===== src/hw/rtl/phmn_pkg.sv =====
// ----------------------------------------------------------------------------
// phmn_pkg
// Shared types and constants for the piezo hit to MIDI note block.
// ----------------------------------------------------------------------------
package phmn_pkg;

  localparam int SAMPLE_W = 12;
  localparam int VEL_W    = 7;
  localparam int WIN_W    = 10;
  localparam int CFG_IDX_W = 3;
  localparam int CFG_DATA_W = 12;

  // configuration register indexes
  localparam logic [CFG_IDX_W-1:0] REG_THRESHOLD  = 3'd0;
  localparam logic [CFG_IDX_W-1:0] REG_FULL_SCALE = 3'd1;
  localparam logic [CFG_IDX_W-1:0] REG_MIN_VEL    = 3'd2;
  localparam logic [CFG_IDX_W-1:0] REG_MAX_VEL    = 3'd3;
  localparam logic [CFG_IDX_W-1:0] REG_WINDOW     = 3'd4;

  // MIDI message bytes, in send order
  localparam logic [2:0] BYTE_STATUS_OFF = 3'd0;
  localparam logic [2:0] BYTE_NOTE_OFF   = 3'd1;
  localparam logic [2:0] BYTE_VEL_OFF    = 3'd2;
  localparam logic [2:0] BYTE_STATUS_ON  = 3'd3;
  localparam logic [2:0] BYTE_NOTE_ON    = 3'd4;
  localparam logic [2:0] BYTE_VEL_ON     = 3'd5;

  localparam logic [7:0] NOTE_ON_STATUS = 8'h90;
  localparam logic [7:0] OFF_VELOCITY   = 8'h00;

  // velocity divider: 22-bit dividend, one quotient bit per cycle
  localparam int DIV_STEPS = 22;
  localparam int DIV_CNT_W = 5;

  localparam int NOTE_TABLE_LEN = 17;
  localparam logic [7:0] DRUM_NOTES [NOTE_TABLE_LEN] = '{
    8'd36, 8'd38, 8'd37, 8'd42, 8'd44, 8'd46, 8'd65, 8'd48, 8'd45,
    8'd41, 8'd51, 8'd53, 8'd49, 8'd57, 8'd58, 8'd52, 8'd55
  };

  typedef struct packed {
    logic       start_cap;  // trigger beat: clear peak and window count
    logic       peak_step;  // capture beat: track peak, advance count
    logic       note_step;  // idle beat without trigger: apply presses
    logic       mul_go;
    logic       div_load;
    logic       div_step;
    logic       vel_latch;
    logic [2:0] byte_sel;
  } ctrl_cmd_t;

  typedef struct packed {
    logic trigger;
    logic window_done;
    logic div_last;
  } dp_stat_t;

  // index is below 32, so one conditional subtract gives the remainder
  function automatic logic [7:0] note_lookup(input logic [4:0] idx);
    logic [4:0] red;
    red = (idx >= 5'(NOTE_TABLE_LEN)) ? idx - 5'(NOTE_TABLE_LEN) : idx;
    return DRUM_NOTES[red];
  endfunction

endpackage


===== src/hw/rtl/phmn_ctrl.sv =====
// ----------------------------------------------------------------------------
// phmn_ctrl
// Sequencer: capture window, velocity computation, and six-byte send.
// ----------------------------------------------------------------------------
module phmn_ctrl (
  input  logic                 clk,
  input  logic                 rst,
  input  logic                 s_tvalid,
  output logic                 s_tready,
  output logic                 m_tvalid,
  input  logic                 m_tready,
  output logic                 m_tlast,
  input  phmn_pkg::dp_stat_t   stat,
  output phmn_pkg::ctrl_cmd_t  cmd
);
  import phmn_pkg::*;

  localparam logic [2:0] ST_IDLE = 3'd0;
  localparam logic [2:0] ST_CAP  = 3'd1;
  localparam logic [2:0] ST_MUL  = 3'd2;
  localparam logic [2:0] ST_LOAD = 3'd3;
  localparam logic [2:0] ST_DIV  = 3'd4;
  localparam logic [2:0] ST_VEL  = 3'd5;
  localparam logic [2:0] ST_SEND = 3'd6;

  logic [2:0] state, state_next;
  logic [2:0] byte_cnt, byte_cnt_next;
  logic       in_beat, out_beat;

  assign s_tready = (state == ST_IDLE) || (state == ST_CAP);
  assign in_beat  = s_tvalid && s_tready;
  assign m_tvalid = (state == ST_SEND);
  assign out_beat = m_tvalid && m_tready;
  assign m_tlast  = m_tvalid && (byte_cnt == BYTE_VEL_ON);

  always_comb begin
    cmd           = '0;
    cmd.byte_sel  = byte_cnt;
    cmd.start_cap = (state == ST_IDLE) && in_beat && stat.trigger;
    cmd.note_step = (state == ST_IDLE) && in_beat && !stat.trigger;
    cmd.peak_step = (state == ST_CAP) && in_beat;
    cmd.mul_go    = (state == ST_MUL);
    cmd.div_load  = (state == ST_LOAD);
    cmd.div_step  = (state == ST_DIV);
    cmd.vel_latch = (state == ST_VEL);
  end

  always_comb begin
    state_next    = state;
    byte_cnt_next = byte_cnt;
    case (state)
      ST_IDLE: begin
        if (in_beat && stat.trigger) state_next = ST_CAP;
      end
      ST_CAP: begin
        if (in_beat && stat.window_done) state_next = ST_MUL;
      end
      ST_MUL:  state_next = ST_LOAD;
      ST_LOAD: state_next = ST_DIV;
      ST_DIV: begin
        if (stat.div_last) state_next = ST_VEL;
      end
      ST_VEL: begin
        state_next    = ST_SEND;
        byte_cnt_next = BYTE_STATUS_OFF;
      end
      ST_SEND: begin
        if (out_beat) begin
          if (byte_cnt == BYTE_VEL_ON) begin
            state_next = ST_IDLE;
          end else begin
            byte_cnt_next = byte_cnt + 3'd1;
          end
        end
      end
      default: state_next = ST_IDLE;
    endcase
  end

  always_ff @(posedge clk) begin
    if (rst) begin
      state    <= ST_IDLE;
      byte_cnt <= BYTE_STATUS_OFF;
    end else begin
      state    <= state_next;
      byte_cnt <= byte_cnt_next;
    end
  end

`ifndef SYNTHESIS
  a_no_overlap: assert property (@(posedge clk) disable iff (rst)
    !(s_tready && m_tvalid))
    else $error("input accepted while message bytes pending");

  a_last_to_idle: assert property (@(posedge clk) disable iff (rst)
    (out_beat && m_tlast) |=> s_tready)
    else $error("block not ready after last byte");

  a_vel_after_div: assert property (@(posedge clk) disable iff (rst)
    (state == ST_VEL) |-> $past(stat.div_last))
    else $error("velocity latched before divider finished");

  a_send_from_vel: assert property (@(posedge clk) disable iff (rst)
    $rose(m_tvalid) |-> (byte_cnt == BYTE_STATUS_OFF))
    else $error("message does not start at status byte");
`endif

endmodule


===== src/hw/rtl/phmn_dp.sv =====
// ----------------------------------------------------------------------------
// phmn_dp
// Datapath: config registers, note select, peak capture, velocity divider.
// ----------------------------------------------------------------------------
module phmn_dp #(
  parameter int NOTE_COUNT = 17
) (
  input  logic                                clk,
  input  logic                                rst,
  input  logic                                cfg_valid,
  input  logic [phmn_pkg::CFG_IDX_W-1:0]      cfg_index,
  input  logic [phmn_pkg::CFG_DATA_W-1:0]     cfg_data,
  input  logic [phmn_pkg::SAMPLE_W-1:0]       sample_mv,
  input  logic                                up_press,
  input  logic                                down_press,
  input  phmn_pkg::ctrl_cmd_t                 cmd,
  output phmn_pkg::dp_stat_t                  stat,
  output logic [7:0]                          midi_byte
);
  import phmn_pkg::*;

  localparam int NW = (NOTE_COUNT > 1) ? $clog2(NOTE_COUNT) : 1;
  localparam logic [5:0] NC = 6'(NOTE_COUNT);

  logic [SAMPLE_W-1:0] threshold_mv, full_scale_mv;
  logic [VEL_W-1:0]    min_velocity, max_velocity;
  logic [WIN_W-1:0]    window_samples;

  logic [NW-1:0]       note_index;
  logic [SAMPLE_W-1:0] peak_level;
  logic [WIN_W-1:0]    window_count;
  logic [WIN_W-1:0]    count_inc;

  logic [5:0] ni_cur, ni_inc, ni_up, ni_down;

  // velocity path
  logic               flat;
  logic [11:0]        den;
  logic [18:0]        p1_c, p1;
  logic signed [12:0] d_c;
  logic signed [7:0]  k_c;
  logic signed [20:0] p2_c, p2;
  logic signed [21:0] t_c, t_neg;
  logic [20:0]        mag;
  logic [21:0]        num_c;
  logic               tneg;
  logic [12:0]        div_den;
  logic [13:0]        div_rem, rem_sh;
  logic [21:0]        div_quo;
  logic [DIV_CNT_W-1:0] div_cnt;
  logic               q_bit;
  logic [21:0]        vq;
  logic [VEL_W-1:0]   velocity;
  logic [7:0]         note;

  assign count_inc        = window_count + WIN_W'(1);
  assign stat.trigger     = sample_mv > threshold_mv;
  assign stat.window_done = count_inc == window_samples;
  assign stat.div_last    = div_cnt == DIV_CNT_W'(DIV_STEPS - 1);

  always_ff @(posedge clk) begin
    if (rst) begin
      threshold_mv   <= SAMPLE_W'(90);
      full_scale_mv  <= SAMPLE_W'(2000);
      min_velocity   <= VEL_W'(30);
      max_velocity   <= VEL_W'(127);
      window_samples <= WIN_W'(400);
    end else if (cfg_valid) begin
      case (cfg_index)
        REG_THRESHOLD:  threshold_mv   <= cfg_data;
        REG_FULL_SCALE: full_scale_mv  <= cfg_data;
        REG_MIN_VEL:    min_velocity   <= cfg_data[VEL_W-1:0];
        REG_MAX_VEL:    max_velocity   <= cfg_data[VEL_W-1:0];
        REG_WINDOW:     window_samples <= cfg_data[WIN_W-1:0];
        default: ;
      endcase
    end
  end

  // up first, then down, each wrapping around the note list
  always_comb begin
    ni_cur  = 6'(note_index);
    ni_inc  = ni_cur + 6'd1;
    ni_up   = up_press ? ((ni_inc >= NC) ? 6'd0 : ni_inc) : ni_cur;
    ni_down = ni_up;
    if (down_press) begin
      ni_down = (ni_up == 6'd0 || ni_up >= NC) ? NC - 6'd1 : ni_up - 6'd1;
    end
  end

  always_ff @(posedge clk) begin
    if (rst) begin
      note_index   <= '0;
      peak_level   <= '0;
      window_count <= '0;
    end else begin
      if (cmd.note_step) note_index <= ni_down[NW-1:0];
      if (cmd.start_cap) begin
        peak_level   <= '0;
        window_count <= '0;
      end else if (cmd.peak_step) begin
        if (sample_mv > peak_level) peak_level <= sample_mv;
        window_count <= count_inc;
      end
    end
  end

  // t = min*den + (peak - threshold)*(max - min)
  assign den  = full_scale_mv - threshold_mv;
  assign p1_c = {12'd0, min_velocity} * {7'd0, den};
  assign d_c  = $signed({1'b0, peak_level}) - $signed({1'b0, threshold_mv});
  assign k_c  = $signed({1'b0, max_velocity}) - $signed({1'b0, min_velocity});
  assign p2_c = d_c * k_c;

  always_ff @(posedge clk) begin
    if (cmd.mul_go) begin
      p1   <= p1_c;
      p2   <= p2_c;
      flat <= full_scale_mv <= threshold_mv;
    end
  end

  // round half away from zero: (2|t| + den) / (2 den)
  assign t_c   = $signed({3'b000, p1}) + $signed({p2[20], p2});
  assign t_neg = -t_c;
  assign mag   = t_c[21] ? t_neg[20:0] : t_c[20:0];
  assign num_c = {mag, 1'b0} + {10'd0, den};

  assign rem_sh = {div_rem[12:0], div_quo[21]};
  assign q_bit  = rem_sh >= {1'b0, div_den};

  always_ff @(posedge clk) begin
    if (cmd.div_load) begin
      tneg    <= t_c[21];
      div_den <= {den, 1'b0};
      div_rem <= '0;
      div_quo <= num_c;
      div_cnt <= '0;
    end else if (cmd.div_step) begin
      div_rem <= q_bit ? rem_sh - {1'b0, div_den} : rem_sh;
      div_quo <= {div_quo[20:0], q_bit};
      div_cnt <= div_cnt + DIV_CNT_W'(1);
    end
  end

  // upper clamp first, lower clamp last
  always_comb begin
    vq = flat ? {15'd0, max_velocity} : (tneg ? 22'd0 : div_quo);
    if (vq > {15'd0, max_velocity}) vq = {15'd0, max_velocity};
    if (vq < {15'd0, min_velocity}) vq = {15'd0, min_velocity};
  end

  always_ff @(posedge clk) begin
    if (cmd.vel_latch) velocity <= vq[VEL_W-1:0];
  end

  assign note = note_lookup(5'(note_index));

  always_comb begin
    case (cmd.byte_sel)
      BYTE_STATUS_OFF: midi_byte = NOTE_ON_STATUS;
      BYTE_NOTE_OFF:   midi_byte = note;
      BYTE_VEL_OFF:    midi_byte = OFF_VELOCITY;
      BYTE_STATUS_ON:  midi_byte = NOTE_ON_STATUS;
      BYTE_NOTE_ON:    midi_byte = note;
      BYTE_VEL_ON:     midi_byte = {1'b0, velocity};
      default:         midi_byte = OFF_VELOCITY;
    endcase
  end

endmodule


===== src/hw/rtl/piezo_hit_to_midi_note.sv =====
// ----------------------------------------------------------------------------
// piezo_hit_to_midi_note
// Piezo drum trigger: peak capture over a window, velocity map, MIDI note-on.
// ----------------------------------------------------------------------------
// Samples are taken one beat per cycle while idle or capturing.
// The beat that closes a window starts the velocity computation: a multiply
// state and a load state, then the one-bit-per-cycle divider, then a clamp
// state; the first MIDI byte is valid in the send state that follows it.
// The six bytes then go out one per accepted beat; no sample is taken meanwhile.
// Synchronous reset restores register defaults, note index 0 and idle state.
module piezo_hit_to_midi_note #(
  parameter int NOTE_COUNT = 17
) (
  input  logic        clk,
  input  logic        rst,
  input  logic        s_tvalid,
  output logic        s_tready,
  input  logic [15:0] s_tdata,   // [11:0] sample_mv, [12] up_press, [13] down_press
  output logic        m_tvalid,
  input  logic        m_tready,
  output logic [7:0]  m_tdata,   // [7:0] midi_byte
  output logic        m_tlast,   // last_byte
  input  logic        cfg_valid,
  output logic        cfg_ready,
  input  logic [phmn_pkg::CFG_IDX_W-1:0]  cfg_index,
  input  logic [phmn_pkg::CFG_DATA_W-1:0] cfg_data
);
  import phmn_pkg::*;

  ctrl_cmd_t cmd;
  dp_stat_t  stat;

  assign cfg_ready = 1'b1;

  phmn_ctrl u_ctrl (
    .clk      (clk),
    .rst      (rst),
    .s_tvalid (s_tvalid),
    .s_tready (s_tready),
    .m_tvalid (m_tvalid),
    .m_tready (m_tready),
    .m_tlast  (m_tlast),
    .stat     (stat),
    .cmd      (cmd)
  );

  phmn_dp #(
    .NOTE_COUNT (NOTE_COUNT)
  ) u_dp (
    .clk        (clk),
    .rst        (rst),
    .cfg_valid  (cfg_valid),
    .cfg_index  (cfg_index),
    .cfg_data   (cfg_data),
    .sample_mv  (s_tdata[11:0]),
    .up_press   (s_tdata[12]),
    .down_press (s_tdata[13]),
    .cmd        (cmd),
    .stat       (stat),
    .midi_byte  (m_tdata)
  );

endmodule

===== config.mk =====
export PLATFORM = sky130hd
export DESIGN_NAME = piezo_hit_to_midi_note
export DESIGN_NICKNAME = d
export VERILOG_FILES = /design/src/hw/rtl/phmn_pkg.sv /design/src/hw/rtl/phmn_ctrl.sv /design/src/hw/rtl/phmn_dp.sv /design/src/hw/rtl/piezo_hit_to_midi_note.sv
export SDC_FILE = /design/constraint.sdc
export NUM_CORES = 1
export LEC_CHECK = 0
export BUFFER_PORTS_ARGS = -buffer_cell sky130_fd_sc_hd__buf_2
export CAP_MARGIN = 20
export CELL_PAD_IN_SITES_DETAIL_PLACEMENT = 2
export CELL_PAD_IN_SITES_GLOBAL_PLACEMENT = 2
export CORE_MARGIN = 5
export CORE_UTILIZATION = 44
export DETAILED_ROUTE_END_ITERATION = 7
export PLACE_DENSITY = 0.95
export SLEW_MARGIN = 0
export SYNTH_ARGS = -nofsm -noshare
export SYNTH_HDL_FRONTEND = slang
export SYNTH_SLANG_ARGS = --single-unit

===== constraint.sdc =====
create_clock -name clk -period 9.6 [get_ports clk]
set_input_delay 0.48 -clock clk [delete_from_list [all_inputs] [get_ports clk]]
set_output_delay 0.48 -clock clk [all_outputs]
set_load 0.02 [all_outputs]

After elaboration in Yosys (flattened, before gate mapping)
Memories as Yosys holds them, arrays and structs flattened.
Cells that the tools add are included.
{"block": "word_totals", "regBits": 182, "inputBits": 36, "rom_bits": 256, "word_cells": 122, "memories": 1, "latchBits": 0, "ram_bits": 0}
{"name": "(no name shown)", "words": 32, "word_bits": 8, "read_ports": 1, "rd_ports_with_merged_regs": 0, "wr": 0, "line": "phmn_pkg.sv:62", "source": "return DRUM_NOTES[red];"}
{"block": "op_classes", "reduce_logical": 29, "n_addsub": 13, "mul": 2, "bitwise_logic": 1, "muxes": 25, "shift": 0, "div_mod_pow": 0, "order_cmp": 10, "eq_ne": 22}
{"operator": "$mux 22", "n": 5}
{"operator": "$gt 12x12->1", "n": 2}
{"operator": "$pmux 8 s3", "n": 1}
{"operator": "$add 20x21->22", "n": 1}
{"operator": "$add 22x12->22", "n": 1}
{"operator": "$gt 22x7->1", "n": 1}
{"operator": "$lt 22x7->1", "n": 1}
{"operator": "$mul 13x8->21", "n": 1}
{"operator": "$mux 21", "n": 1}
{"operator": "$mux 3", "n": 7}
{"operator": "$neg 21->21", "n": 1}
{"operator": "$pmux 3 s7", "n": 1}
{"operator": "$mul 7x12->19", "n": 1}
{"operator": "$eq 3x3->1 const B", "n": 6}
{"operator": "$mux 8", "n": 2}
{"operator": "$eq 3x2->1 const B", "n": 5}
{"operator": "$mux 5", "n": 3}
{"operator": "$ge 14x13->1", "n": 1}
{"operator": "$mux 13", "n": 1}
{"operator": "$sub 12x12->13", "n": 1}
{"operator": "$sub 13x13->13", "n": 1}
{"operator": "$ge 6x5->1 const B", "n": 2}
{"operator": "$le 12x12->1", "n": 1}
{"operator": "$mux 6", "n": 2}
{"operator": "other kinds (28)", "n": 53}

Depth between registers and ports, before layout
Gate-level depths: netlist of run 1.
{"block": "depth", "ltp_word": 8, "mapped_depth": 30, "depth_no_buf": 30}

Hierarchy
Synthesis of run 1 repeated with hierarchy kept, for this count alone.
{"block": "unflattened", "hier_cells": 2224, "area_unflattened_um2": 19379.8}
{"mod": "phmn_dp", "seq_area_each_um2": 4354.2, "cells_per_inst": 2168, "area_per_inst_um2": 18936.9, "instances": 1}
{"mod": "phmn_ctrl", "seq_area_each_um2": 120.1, "cells_per_inst": 54, "area_per_inst_um2": 431.7, "instances": 1}
{"mod": "piezo_hit_to_midi_note", "seq_area_each_um2": 0.0, "cells_per_inst": 2, "area_per_inst_um2": 11.3, "instances": 1}

Worst setup path before layout of run 1
OpenSTA, ideal clock, no wires.
{"block": "synth_timing", "path_kind": "reg-to-reg", "startpoint": "reg u_dp.max_velocity[0]", "endpoint": "reg u_dp.p2[19] (data pin)", "arrival_ps": 6253, "setup_time_ps": 258, "setup_slack_ps": 3090, "path_stages_with_launch": 29, "path_cell_list": "dfxtp_1 -> inv_1 -> ha_1 -> inv_1 -> fa_1 -> a21o_1 -> a21oi_1 -> o21bai_1 -> a21oi_1 -> xnor2_1 -> nand2b_1 -> fa_1 -> fa_1 -> inv_1 -> fa_1 -> inv_1 -> fa_1 -> inv_1 -> ha_1 -> inv_1 -> o21ai_0 -> a21oi_1 -> nand2b_1 -> a21boi_0 -> o31a_1 -> o41ai_1 -> o2111ai_1 -> a21oi_1 -> xnor2_1"}
{"block": "synth_via", "elab_chain_cells": 2}
{"item": "start: declaration", "line": "phmn_dp.sv:26", "source": "logic [VEL_W-1:0] min_velocity, max_velocity;"}
{"item": "start signal: assignment", "line": "phmn_dp.sv:73", "source": "REG_MAX_VEL: max_velocity <= cfg_data[VEL_W-1:0];"}
{"item": "$sub 7x7->8", "line": "phmn_dp.sv:112", "source": "assign k_c = $signed({1'b0, max_velocity}) - $signed({1'b0, min_velocity});"}
{"item": "$mul 13x8->21", "line": "phmn_dp.sv:113", "source": "assign p2_c = d_c * k_c;"}
{"item": "named net u_dp.p2_c[19]", "line": "phmn_dp.sv:42", "source": "logic signed [20:0] p2_c, p2;"}
{"item": "end signal: assignment", "line": "phmn_dp.sv:118", "source": "p2 <= p2_c;"}
{"item": "end: declaration", "line": "phmn_dp.sv:42"}
The timed path passes the listed nets, and every way through them passes these cells.
A chain may end at the register's enable or synchronous reset.

Worst setup path in the final report of run 1
{"block": "layout_timing", "startpoint": "reg u_dp.threshold_mv[1]", "endpoint": "reg u_dp.p2[19] (data pin)"}
{"block": "layout_via", "elab_chain_cells": 2}
{"item": "start: declaration", "line": "phmn_dp.sv:25", "source": "logic [SAMPLE_W-1:0] threshold_mv, full_scale_mv;"}
{"item": "start signal: assignment", "line": "phmn_dp.sv:70", "source": "REG_THRESHOLD: threshold_mv <= cfg_data;"}
{"item": "$sub 12x12->13", "line": "phmn_dp.sv:111", "source": "assign d_c = $signed({1'b0, peak_level}) - $signed({1'b0, threshold_mv});"}
{"item": "$mul 13x8->21", "line": "phmn_dp.sv:113"}
{"item": "named net u_dp.p2_c[19]", "line": "phmn_dp.sv:42"}
The timed path passes the listed nets, and every way through them passes these cells.

==> impl_results.md, run 1 <==
* Status: complete, no violations
* Unrepaired setup endpoints after global routing: false
* Ranking of synthesized cells by area: fa_1, ha_1, edfxtp_1
* Vias per cell at 6.61
* PwrDens at 335 nW/um^2
* Final Util at 47.3%
* Synth top area share at 14.6%
* Max-cap violations at 0
* Synth unique cells at 113
* Via count at 18800
* Worst Hold Slack at 0.234 ns
* Initial antenna violation count at 5
* DRT Pass-1 Iters at 7
* Actual slew at the worst max-slew pin at 1.16 ns
* Cts repair resizes at 0
* HPWL Detailed at 64600 um
* Port bufs at 44
* Crit path DAT at 9.46 ns
* Final Total Pwr at 6.97 mW
* Fraction of layout cells with a size suffix above 1 at 7.00%
* Post-Route WL at 96700 um
* Clock sinks at 182
* Chip Height at 220 um
* Comb pwr share at 72.7%
* TritonCTS buffer count at 17
* TritonCTS clock tree: done
* First-pass GRT wire length at 141000 um
* Netlist Area Pre-Place at 19400 sq um
* IO Pins at 48
* Post-CTS Hold Buffers at 0
* Post-synth top area cell: fa_1
* Clock power share at 11.6%
* Layout Skew at 0.0176 ns
* Sequential area share after synthesis at 23.1%
* Core box area at 43900 sq um
* Largest net degree at the start of global routing at 61
* Mapped Nets at 2603
* Number of synthesized flops with an enable pin at 83
* DIE AREA at 48400 sq um
* Slew headroom at 22.4%
* Min Tclk post-route at 9.20 ns
* Ys async rst share at 0%
* Critical path class: reg -> reg
* Clock Latency Late Sink at 0.52 ns
* Vias in the first global route at 21600
* CTS clk-pin slew, worst paths at 0.08 ns
* DRT iter0 DRCs at 1550
* Primary FF master, synth: dfxtp_1
* Worst Hold Class: in -> reg
* Drt wl/cell at 34.1 um
* Gr ovfl total at 0
* Max-slew violations at 0
* Startpoint types: flop
* CP required at 9.85 ns
* Leakage at 9.22 nW
* Layout net count at 2611
* Finish-stage setup viols at 0
* Area Overhead vs Synth at 7.16%
* DRC at 0
* Psw at 3.61 mW
* Starting density of the core at 44.1%
* CP max stage cell: fa_1
* Clock buffer depth at 2
* Peak supply drop at 0.843 mV
* Pint at 3.36 mW
* Row count at 77
* Yosys reg bits at 182
* Period Utilization, post-route at 95.9%
* Switch share at 51.8%
* Worst Slack Setup Final at 0.396 ns
* Routed Antenna Nets at 0
* Post-CTS setup buffers at 0
* Post-Synthesis Cells at 2221
* Total GRT Usage at 39.8%
* Syn_area_per_cell at 8.73 sq um
* Max FO, Critical Path at 8
* Final Hold Vio Count at 0
* Clk root buf: clkbuf_16
* Reg power frac at 15.7%
* Delay of the slowest cell on the worst path at 0.79 ns
* Post-Place Worst Slack at 1.05 ns
* H-Tree Depth at 4
* Fin Setup TNS at 0 ns
* Warnings from Yosys at 0
* Achievable Freq at 0.109 GHz
* Die W at 220 um
* RePlAce Congestion at 0.860
* CP endpoint kind: flop
* Most used cell, CP: inv_1
==> cells in the mapped netlist, types with 18 or more instances <==
cell	number
clkbuf_1	58
o21ai_0	91
nand4_1	25
nand3b_1	18
nor2_1	195
nor2b_1	26
nand3_1	38
and2_1	62
xor2_1	47
a21o_1	42
mux2i_1	35
a21oi_1	96
dfxtp_1	99
nor3_1	30
edfxtp_1	83
inv_1	267
nand2b_1	26
xnor2_1	90
fa_1	141
nand2_1	250
ha_1	205
==> final cells by class <==
cell class	count	area, sq um
repair buffers	59	333
fillers	4830	23200
flip-flops and latches	182	4470
multi-input cells	1699	13600
diodes	1	2.50
clock inverters	10	103
clock buffers	22	517
inverters	270	1010
well taps	592	741
==> power by group through the flow <==
stage	clock network, mW	logic [mW]	registers (mW)
global route	0.831	5.29	1.09
detailed placement	0	4.55	1.11
CTS	0.808	4.81	1.09
floorplan	0	2.99	1.09
global placement	0	3.64	1.10
finish	0.810	5.06	1.09
==> cell usage in the layout, fill, tap and decap left out, types with 8 or more instances in the layout <==
master     Yosys  final
nand2_1      250    250
nand2b_1      26     26
edfxtp_1      83     83
xor2_1        47     47
nand4_1       25     25
a21oi_1       96     96
a211oi_1       9      9
a21o_1        42     42
nor2b_1       26     26
or3_1          8      8
clkbuf_16      0     19
a22oi_1        9      9
a31oi_1       16     16
and3_1        11     11
ha_1         205    205
o21bai_1      16     16
o21a_1        16     16
fa_1         141    141
o21ai_0       91     91
dfxtp_1       99     99
nand3_1       38     38
nor2_1       195    195
nand3b_1      18     18
inv_1        267    267
nor4_1        14     14
xnor2_1       90     90
mux2i_1       35     35
nor3_1        30     29
and2_1        62     62
buf_2          4     44
a22o_1         8      8
a21boi_0      13     13
a211o_1       14     14
buf_4          1     15
mux2_2         9      9
==> layer usage <==
metal  track usage, %  routed length [um]  vias to the layer above
li1                 -                   -                     7560
met3             10.1                6890                      617
met5                0                  45                        -
met1             39.4               32000                     9448
met4             35.0               10200                        6
met2             68.7               47600                     1121
==> sequential cells by signal, summed over array words and instances, names as in the netlist <==
signal / flops
u_dp.full_scale_mv: 12
u_dp.tneg: 1
u_dp.velocity: 7
u_dp.window_count: 10
u_dp.div_quo: 22
u_dp.div_den: 12
u_dp.peak_level: 12
u_ctrl.byte_cnt: 3
u_dp.min_velocity: 7
u_dp.p2: 21
u_dp.window_samples: 10
u_dp.flat: 1
u_dp.p1: 19
u_dp.div_rem: 13
u_dp.max_velocity: 7
u_dp.div_cnt: 5
u_dp.threshold_mv: 12
u_ctrl.state: 3
u_dp.note_index: 5
==> worst paths after layout <==
kind,startpoint,end,slack (ns),depth (start not counted)
min,cfg_data[11],u_dp.threshold_mv[11]$_SDFFE_PP0P_,0.23,3
max reg2reg,u_dp.threshold_mv[1]$_SDFFE_PP1P_,u_dp.p2[19]$_DFFE_PN_,0.40,29
min reg2reg,u_dp.full_scale_mv[5]$_SDFFE_PP0P_,u_dp.full_scale_mv[5]$_SDFFE_PP0P_,0.48,2
max,u_dp.threshold_mv[1]$_SDFFE_PP1P_,u_dp.p2[19]$_DFFE_PN_,0.40,29
==> worst max-delay path: cells and delay by family (launching register included) <==
family | cells | cell delay [ns]
AOI/OAI and AO/OA | 12 | 3.35
xor gates and xnor gates | 2 | 0.38
adders and majority gates | 6 | 3.20
buffers and inverters | 5 | 0.85
DFF | 1 | 0.41
and+or+nand+nor | 4 | 0.73
==> through the flow <==
stage / cells / instance area, sq um
2_1_floorplan: 2221 / 19400
3_3_place_gp: 2800 / 20100
3_5_place_dp: 2800 / 20100
4_1_cts: 2832 / 20800
5_1_grt: 2834 / 20800
6_report: 2835 / 20800
==> logic make-up after synthesis <==
family | after synthesis | synth area share (%)
flops | 182 | 23.1
buf+inv | 340 | 6.83
xor+xnor | 139 | 6.36
fa+ha+maj | 346 | 27.8
other cells | 1 | 0.0193
mux | 45 | 2.39
simple gates | 747 | 18.6
compound gates | 421 | 14.9
Power figures use the tool's default switching activity.
==> run 2, diff against run 1 <==
- CORE_UTILIZATION: 44 -> 37
- PLACE_DENSITY: 0.95 -> 0.85
- clock period: 9.6 -> 8.25 ns (I/O delays scaled with it)
==> run 2 against run 1 <==
Clock power rose by 5.4%. Clock-buffer cell count fell by 2. Sequential share of layout area fell by 0.17 points. Largest power group unchanged.
==> impl_results.md, run 2 (synthesis gave the netlist of run 1 again) <==
* Clock Latency Late Sink at 0.51 ns (was 0.52 ns)
* Row count at 83 (was 77)
* Max FO, Critical Path at 13 (was 8)
* Post-Route WL at 67100 um (was 96700 um)
* Reg power frac at 18.2% (was 15.7%)
* Clock sinks at 182 (unchanged)
* Die W at 239 um (was 220 um)
* Cell depth of the worst flop-to-flop path at 26 (was 29)
* TritonCTS buffer count at 17 (unchanged)
* Crit path from: u_dp.min_velocity[2]$_SDFFE_PP1P_ (was u_dp.threshold_mv[1]$_SDFFE_PP1P_)
* Peak supply drop at 0.591 mV (was 0.843 mV)
* DRT Pass-1 Iters at 5 (was 7)
* Cts repair resizes at 0 (unchanged)
* Actual slew at the worst max-slew pin at 1.04 ns (was 1.16 ns)
* HPWL Detailed at 52000 um (was 64600 um)
* Max-cap violations at 0 (unchanged)
* DRC at 0 (unchanged)
* Worst path bufs/invs at 4 (was 5)
* Reg2reg end: u_dp.p2[18]$_DFFE_PN_ (was u_dp.p2[19]$_DFFE_PN_)
* Via count at 16600 (was 18800)
* Psw at 3.24 mW (was 3.61 mW)
* RePlAce Congestion at 0.838 (was 0.860)
* Finish-stage setup viols at 0 (unchanged)
* Routed Antenna Nets at 0 (unchanged)
* Post-CTS setup buffers at 0 (unchanged)
* Most common cell after layout, fill and taps aside: inv_1 (unchanged)
* Worst Slack Setup Final at 0.592 ns (was 0.396 ns)
* Port bufs at 44 (unchanged)
* Initial antenna violation count at 0 (was 5)
* CP required at 8.50 ns (was 9.85 ns)
* Clock power share at 12.3% (was 11.6%)
* Final Hold Vio Count at 0 (unchanged)
* Layout net count at 2620 (was 2611)
* Gr ovfl total at 0 (unchanged)
* Area Overhead vs Synth at 8.02% (was 7.16%)
* Achievable Freq at 0.131 GHz (was 0.109 GHz)
* Comb pwr share at 69.5% (was 72.7%)
* Post-Place Worst Slack at 0.355 ns (was 1.05 ns)
* Worst Setup EP: u_dp.p2[18]$_DFFE_PN_ (was u_dp.p2[19]$_DFFE_PN_)
* Largest net degree at the start of global routing at 61 (unchanged)
* Max-slew violations at 0 (unchanged)
* Layout Skew at 0.0237 ns (was 0.0176 ns)
* Vias per cell at 5.65 (was 6.61)
* Fin Setup TNS at 0 ns (unchanged)
* Chip Height at 239 um (was 220 um)
* Crit path DAT at 7.90 ns (was 9.46 ns)
* Startpoint types: flop (unchanged)
* Leakage at 9.26 nW (was 9.22 nW)
* Largest reg by FF count: u_dp.div_quo (unchanged)
* DRT iter0 DRCs at 839 (was 1550)
* DIE AREA at 57100 sq um (was 48400 sq um)
* Min Tclk post-route at 7.66 ns (was 9.20 ns)
* PwrDens at 332 nW/um^2 (was 335 nW/um^2)
* Core box area at 51600 sq um (was 43900 sq um)
* Drt wl/cell at 22.9 um (was 34.1 um)
* Post-CTS Hold Buffers at 0 (unchanged)
* Unrepaired setup endpoints after global routing: false (unchanged)
* FF-to-FF setup slack at 0.59 ns (was 0.40 ns)
* Fraction of layout cells with a size suffix above 1 at 7.51% (was 7.00%)
* Top flop regs: u_dp.div_quo (22), u_dp.p2 (21), u_dp.p1 (19) (unchanged)
* WP depth at 26 (was 29)
* Crit path max-delay family: adder cells (was compound AO/OA/AOI/OAI gates)
* Critical path class: reg -> reg (unchanged)
* Status: complete, no violations (unchanged)
* Slew headroom at 29.8% (was 22.4%)
* Clk root buf: clkbuf_16 (unchanged)
* CP max stage cell: dfxtp_1 (was fa_1)
* TritonCTS clock tree: done (unchanged)
* IO Pins at 48 (unchanged)
* Pint at 3.72 mW (was 3.36 mW)
* Commonest cells after routing, fill and taps aside: inv_1, nand2_1, ha_1 (unchanged)
* Max reg flops at 22 (unchanged)
* Starting density of the core at 37.6% (was 44.1%)
* Switch share at 46.5% (was 51.8%)
* Vias in the first global route at 18900 (was 21600)
* N_diodes at 0 (was 1)
* Worst Hold Class: in -> reg (unchanged)
* Delay of the slowest cell on the worst path at 0.69 ns (was 0.79 ns)
* Period Utilization, post-route at 92.8% (was 95.9%)
* CP endpoint kind: flop (unchanged)
* CTS clk-pin slew, worst paths at 0.08 ns (about the same)
* Total GRT Usage at 23.1% (was 39.8%)
* Clock buffer depth at 2 (unchanged)
* First-pass GRT wire length at 105000 um (was 141000 um)
* H-Tree Depth at 4 (unchanged)
* R2r startpoint: u_dp.min_velocity[2]$_SDFFE_PP1P_ (was u_dp.threshold_mv[1]$_SDFFE_PP1P_)
-- run 2: cell type report --
type,instances,area (sq um)
Multi-Input combinational cell,1699,13600
Tap cell,680,851
Timing Repair Buffer,68,420
Clock inverter,12,110
Fill cell,5767,30700
Inverter,270,1010
Sequential cell,182,4480
Clock buffer,20,457
-- run 2: metal layers --
metal	part of all wire [%]	routed length [um]	global-route usage, %
met1	41	27500	27.7
met5	0	0	0
met3	2.8	1850	3.14
met2	53	35800	42.5
met4	2.9	1920	7.92
-- run 2: how the worst min path moves through the flow --
stage,start,slack [ns],to,depth (start not counted)
6_report,cfg_data[10],0.18,u_dp.full_scale_mv[10]$_SDFFE_PP1P_,3
2_1_floorplan,u_dp.div_rem[0]$_SDFFE_PP0P_,0.44,u_dp.div_rem[0]$_SDFFE_PP0P_,2
3_5_place_dp,u_dp.full_scale_mv[2]$_SDFFE_PP0P_,0.46,u_dp.full_scale_mv[2]$_SDFFE_PP0P_,2
4_1_cts,cfg_data[10],0.15,u_dp.full_scale_mv[10]$_SDFFE_PP1P_,3
3_3_place_gp,u_dp.threshold_mv[2]$_SDFFE_PP0P_,0.44,u_dp.threshold_mv[2]$_SDFFE_PP0P_,2
5_1_grt,cfg_data[10],0.15,u_dp.full_scale_mv[10]$_SDFFE_PP1P_,3
-- run 2: power by group through the flow --
stage	clock (mW)	combinational, mW	sequential, mW
after floorplan	0	3.48	1.27
after global placement	0	4.33	1.28
after detailed placement	0	4.80	1.29
after CTS	0.862	4.84	1.27
after global routing	0.901	5.37	1.27
final	0.854	4.84	1.27
-- run 2: worst min-delay path, stage by stage --
cell      delay (ns)
buf_2           0.11
nand2_1         0.06
nand3b_1        0.07
-- run 2: through the flow --
step           power [mW]  hold slack [ns]  utilization, %  cells  instance area (sq um)
6_report             6.96            0.177            40.6   2931                  20900
5_1_grt              7.54            0.153            40.6   2931                  20900
4_1_cts              6.97            0.146            40.5   2930                  20900
3_5_place_dp         6.09            0.464            39.4   2898                  20300
3_3_place_gp         5.61            0.442            39.4   2897                  20300
2_1_floorplan        4.75            0.436               -   2221                  19400
